<file path="src/rtl/tpc_pkg.sv">
// Shared types, defaults and codes for the trie prefix counter.
`default_nettype none

package tpc_pkg;

   // Default sizing of the node pool and counters
   localparam int MAX_NODES_DEF  = 4096;
   localparam int ALPHABET_DEF   = 26;
   localparam int COUNT_BITS_DEF = 16;

   // Fixed field widths of the request and response beats
   localparam int LETTER_BITS    = 5;
   localparam int COUNT_OUT_BITS = 16;

   // Request kind codes
   localparam logic REQ_INSERT = 1'b0;
   localparam logic REQ_QUERY  = 1'b1;

   typedef struct packed {
      logic                   req_type;
      logic [LETTER_BITS-1:0] letter;
      logic                   last_letter;
   } tpc_req_type;

   typedef struct packed {
      logic [COUNT_OUT_BITS-1:0] prefix_count;
      logic                      pool_full;
   } tpc_rsp_type;

   // Controller to datapath commands
   typedef struct packed {
      logic load;      // capture request beat, read child link
      logic node_rd;   // read node record of the linked child
      logic commit;    // apply letter, write back, finish word
   } tpc_cmd_type;

   // Datapath to controller status
   typedef struct packed {
      logic skip;      // letter has no effect, no memory walk needed
   } tpc_status_type;

endpackage

`default_nettype wire

</file>
<file path="src/rtl/tpc_ctrl.sv">
// Sequencing state machine for one letter walk step.
`default_nettype none

module tpc_ctrl
   import tpc_pkg::*;
(
   input  wire logic           clock,
   input  wire logic           reset,
   input  wire logic           start,
   output logic                busy,
   input  wire tpc_status_type status,
   output tpc_cmd_type         cmd
);

   typedef enum logic [1:0] {
      ST_IDLE,
      ST_LINK,
      ST_NODE
   } state_type;

   state_type state_ff;
   state_type state_in;

   // Decode commands and next state
   always_comb begin
      state_in    = state_ff;
      cmd         = '0;
      unique case (state_ff)
         ST_IDLE: begin
            if (start) begin
               cmd.load = 1'b1;
               state_in = ST_LINK;
            end
         end
         ST_LINK: begin
            if (status.skip) begin
               cmd.commit = 1'b1;
               state_in   = ST_IDLE;
            end else begin
               cmd.node_rd = 1'b1;
               state_in    = ST_NODE;
            end
         end
         ST_NODE: begin
            cmd.commit = 1'b1;
            state_in   = ST_IDLE;
         end
         default: begin
            state_in = ST_IDLE;
         end
      endcase
   end

   assign busy = (state_ff != ST_IDLE);

   // Hold state
   always_ff @(posedge clock) begin
      if (reset) begin
         state_ff <= ST_IDLE;
      end else begin
         state_ff <= state_in;
      end
   end

endmodule

`default_nettype wire

</file>
<file path="config.mk">
export PLATFORM = sky130hd
export DESIGN_NAME = tpc_ctrl
export DESIGN_NICKNAME = d
export VERILOG_FILES = /design/src/rtl/tpc_pkg.sv /design/src/rtl/tpc_ctrl.sv
export SDC_FILE = /design/constraint.sdc
export NUM_CORES = 1
export LEC_CHECK = 0
export ABC_AREA = 0
export BUFFER_PORTS_ARGS = -buffer_cell sky130_fd_sc_hd__clkbuf_2
export CAP_MARGIN = 5
export CORE_AREA = 2 2 39 41
export CTS_CLUSTER_SIZE = 20
export DETAILED_ROUTE_END_ITERATION = 16
export DIE_AREA = 0 0 41 43
export SETUP_SLACK_MARGIN = 0.02
export SLEW_MARGIN = 30
export SYNTH_ARGS = -nofsm -noshare
export SYNTH_HDL_FRONTEND = slang
export SYNTH_SLANG_ARGS = --single-unit
</file>
<file path="constraint.sdc">
create_clock -name clock -period 1.7 [get_ports clock]
set_clock_uncertainty 0.15 [all_clocks]
set_input_delay 0.34 -clock clock [delete_from_list [all_inputs] [get_ports clock]]
set_output_delay 0.34 -clock clock [all_outputs]
set_load 0.01 [all_outputs]
</file>
==> Word level (Yosys, flattened, before mapping) <==
Cells that the tools add are included.
{ "word_totals": {"regBits": 2, "latch_bits": 0, "mem_bits_rw": 0, "memories": 0, "romBits": 0, "output_inout_bits": 4} }
{ "op_classes": {"shifts": 0, "div": 0, "n_eq_ne": 3, "multipliers": 0, "reduce_logical": 2, "order_cmp": 0, "mux": 9, "n_bitwise": 0, "addsub": 0} }
{ "op_table": {"columns": ["cell", "n"], "rows": [
  ["$mux 1", 5],
  ["$mux 2", 2],
  ["$pmux 2 s2", 1],
  ["$eq 2x1->1 const B", 1],
  ["$eq 2x2->1 const B", 1],
  ["$logic_not 2->1", 1],
  ["$ne 2x2->1 const B", 1],
  ["$pmux 1 s2", 1],
  ["$reduce_bool 2->1", 1]
]} }

==> Depth between registers and ports, before layout <==
{ "logic_depth": {"depth_word": 2, "ltp_mapped": 5, "mapped_depth_nobuf": 5} }

==> Worst setup path before layout <==
Ideal clock, no wire load.
{ "synth_timing": {"kind": "reg2out", "startpoint": "register state_ff[0]", "endpoint": "output cmd[0] (netlist name)", "arrival_ns": 0.859, "stages_incl_launch_ff": 4, "path_buffers": 0, "slack_ns": 0.351, "t_required_ns": 1.210, "path_cell_list": "dfxtp_1 inv_1 ha_1 nor2b_1"} }
{ "synth_lines": {"columns": ["element", "line", "rtl"], "rows": [
  ["start: declaration", "tpc_ctrl.sv:21", "state_type state_ff;"],
  ["start signal: assignment", "tpc_ctrl.sv:61", "state_ff <= state_in;"],
  ["end: declaration", "tpc_ctrl.sv:12", "output tpc_cmd_type cmd"]
]} }

==> flow_summary.toml <==
[worst_setup_path]
r2r-end = "state_ff[1]"
max_stage_delay_ns = 0.32
path_cells = "inv_2 > ha_2 > nor2b_4 > clkbuf_2"
required_ns = 1.21
cp-startpoint = "state_ff[1]"
critPathKind = "register to output pin"
endpoint = "cmd[1]"
ff2ff_path_depth = 5
r2r_slack_ns = 0.54
cp_max_fo = 3
arrival_ns = 1.13
startpoint_type = "register"
timing.rr.start = "state_ff[1]"
slowest_stage = "dfxtp_2"
critPathCaptureType = "output pin"

[cts]
ctsHoldBuffers = 0
clock_sinks = 2
path_clk_slew_ns = 0.03
cts_max_level = 1
cts_tree = "done"
insertion_delay_ns = 0.22
root_buffer = "clkbuf_4"
cts.path.max_buffers = 2
cts_buffers = 3

[die]
core_um2 = 1380
die_h_um = 43
row_count = 14
start_util = 0.132
dieWidth_um = 41
die-area_um2 = 1760
ioPinCount = 8

[logic_synthesis]
seq_area_frac_synth = 0.219
synth_fa_ha_area_frac = 0.274
synth.top_cell.area_share = 0.274
synth_top_family_by_area = "adder cells"
synth_xor_area_frac = 0
ys_types = 11
ys_ff_latch = 2
synthMuxAreaShare = 0.110
synth_area_um2 = 183
synth-compound-area-share = 0.0274
yosys.area.top_type = "ha_1"
synth_area_leaders = "ha_1 (27%), dfxtp_1 (22%), mux2i_1 (11%), nand2b_4 (7.5%), nor2b_4 (7.5%)"
yosys_warnings = 0
syn_area_per_cell_um2 = 9.61
synthCells = 19
syn_nets = 27
synth_simple_gate_area_frac = 0.267

[sta]
finalHoldViolations = 0
setup_tns_ns = 0
fmax_ghz = 0.616
fin_crit_ns = 1.62
worstMarginPinSlew_ns = 0.131
setup_viol = 0
drv_slew = 0
max_slew_margin = 0.910
fin_ws_ns = 0.0765
grt_setup_unrepaired = "no"
fin_crit_sh = 0.955

[detailed_routing]
postRouteAntennaNets = 0
routed_wl_um = 361
m1WireLength_um = 137
route.met2.wl_um = 176
drc = 0
vias = 156
met3_wirelength_um = 31
drtPass1Iterations = 1
vias_per_cell = 3.47
drtIter0Drc = 0
top_layer_used = "met4"
routedWlPerCell_um = 8.02

[power_and_ir_drop]
switchingPower_uw = 76.7
p_int_uw = 184
fin_total_pwr_uw = 261
ir_worst_vdd_v = 0.000358
power_frac_seq = 0.224
p_leak_uw = 0.000147
p_sw_frac = 0.294
p_per_area_nw_per_um2 = 854
pwr-share-clk = 0.405
pwr-share-comb = 0.371

[placement]
place_congestion = 0.616
preCtsSetupSlack_ns = 0.234
port_buffers = 7

[final_layout]
multi_input_area_um2 = 160
largest_register_ffs = 2
drive_gt1_frac = 0.793
nNetsFinal = 39
regArea_um2 = 42.5
top_register = "state_ff"
syn2layout_area_growth_pct = 67.1
diodes = 0
fill_cells = 161
largestRegisters = "state_ff: 2 flops"

[flow_run]
drv_cap = 0

[grt]
grt_max_degree = 4
grt_pass1_vias = 152
grt_pass1_wl_um = 545
grt_use_total = 0.0540
antenna_found_initial = 0
grt-ovfl-total = 0

[worst_hold_path]
hp-class = "input port to register"

[status]
status = "finished clean"
==> how the worst min path moves through the flow <==
| stage | from | to | cells past startpoint |
|---|---|---|---|
| final | reset | state_ff[0] | 2 |
| after global routing | reset | state_ff[0] | 2 |
| after CTS | reset | state_ff[0] | 2 |
| after detailed placement | reset | state_ff[0] | 2 |
| after global placement | reset | state_ff[0] | 2 |
| after floorplan | reset | state_ff[0] | 1 |
==> synthesized netlist by cell type <==
cell,count
ha_1,4
inv_1,3
dfxtp_1,2
mux2i_1,2
nor2_1,2
a21oi_1,1
and2_2,1
buf_4,1
nand2b_4,1
nor2b_1,1
nor2b_4,1
==> cell families (layout without fill, tap and decap cells) <==
family,Yosys count,after routing
adder cells (fa/ha/maj),4,4
buffers and inverters,4,14
flip-flops,2,2
AND/OR/NAND/NOR,6,6
multiplexers,2,2
AO/OA/AOI/OAI,1,1
==> critical path: cells and delay by family, from the launching register on <==
| kind | cells | cell delay, ns |
|---|---|---|
| buf+inv | 2 | 0.22 |
| fa+ha+maj | 1 | 0.21 |
| simple gates | 1 | 0.16 |
| flops | 1 | 0.32 |
==> layout by cell type (no fill, tap or decap) <==
cell / synthesis / routed
buf_6: 0 / 1
clkbuf_4: 0 / 3
nand2b_4: 1 / 1
nor2b_4: 1 / 2
inv_1: 3 / 1
a21oi_4: 0 / 1
buf_4: 1 / 1
mux2i_1: 2 / 2
dfxtp_2: 0 / 2
ha_4: 0 / 1
ha_2: 0 / 2
inv_2: 0 / 2
ha_1: 4 / 1
and2_2: 1 / 1
clkbuf_2: 0 / 6
nor2_1: 2 / 2
==> metrics by stage <==
stage / util / hold WS [ns] / cell area [µm²] / instances
after floorplan: - / 0.262 / 183 / 19
after global placement: 0.166 / 0.369 / 230 / 41
after detailed placement: 0.166 / 0.366 / 230 / 41
after CTS: 0.194 / 0.118 / 269 / 44
after global routing: 0.221 / 0.121 / 305 / 45
final: 0.221 / 0.127 / 305 / 45
==> final cells by class <==
type | instances | area share
multi-input combinational | 13 | 0.525
timing repair buffer | 8 | 0.160
sequential | 2 | 0.139
clock buffer | 3 | 0.0738
tap | 16 | 0.0656
inverter | 3 | 0.0369
==> power groups by stage <==
stage | clock [µW] | combinational [µW] | sequential [µW]
after detailed placement | 0 | 71.9 | 56.9
after global placement | 0 | 70.5 | 56.8
after CTS | 114 | 81.0 | 57.5
final | 106 | 96.7 | 58.3
after floorplan | 0 | 53.0 | 55.9
after global routing | 114 | 108 | 59.2
==> what timing repair did <==
action | in CTS | in global routing
gates resized for setup | 5 | 8
endpoints found under the hold margin | 0 | 0
endpoints found under the setup margin | 2 | 3
buffers inserted | 0 | 1
pin swaps | 1 | 1
==> metal layers <==
layer / up-vias / track usage
li1: 78 / -
met1: 68 / 0.0476
met2: 8 / 0.0656
met3: 2 / 0.0157
met4: 0 / 0.100
met5: - / 0
Power figures use the tool's default switching activity.
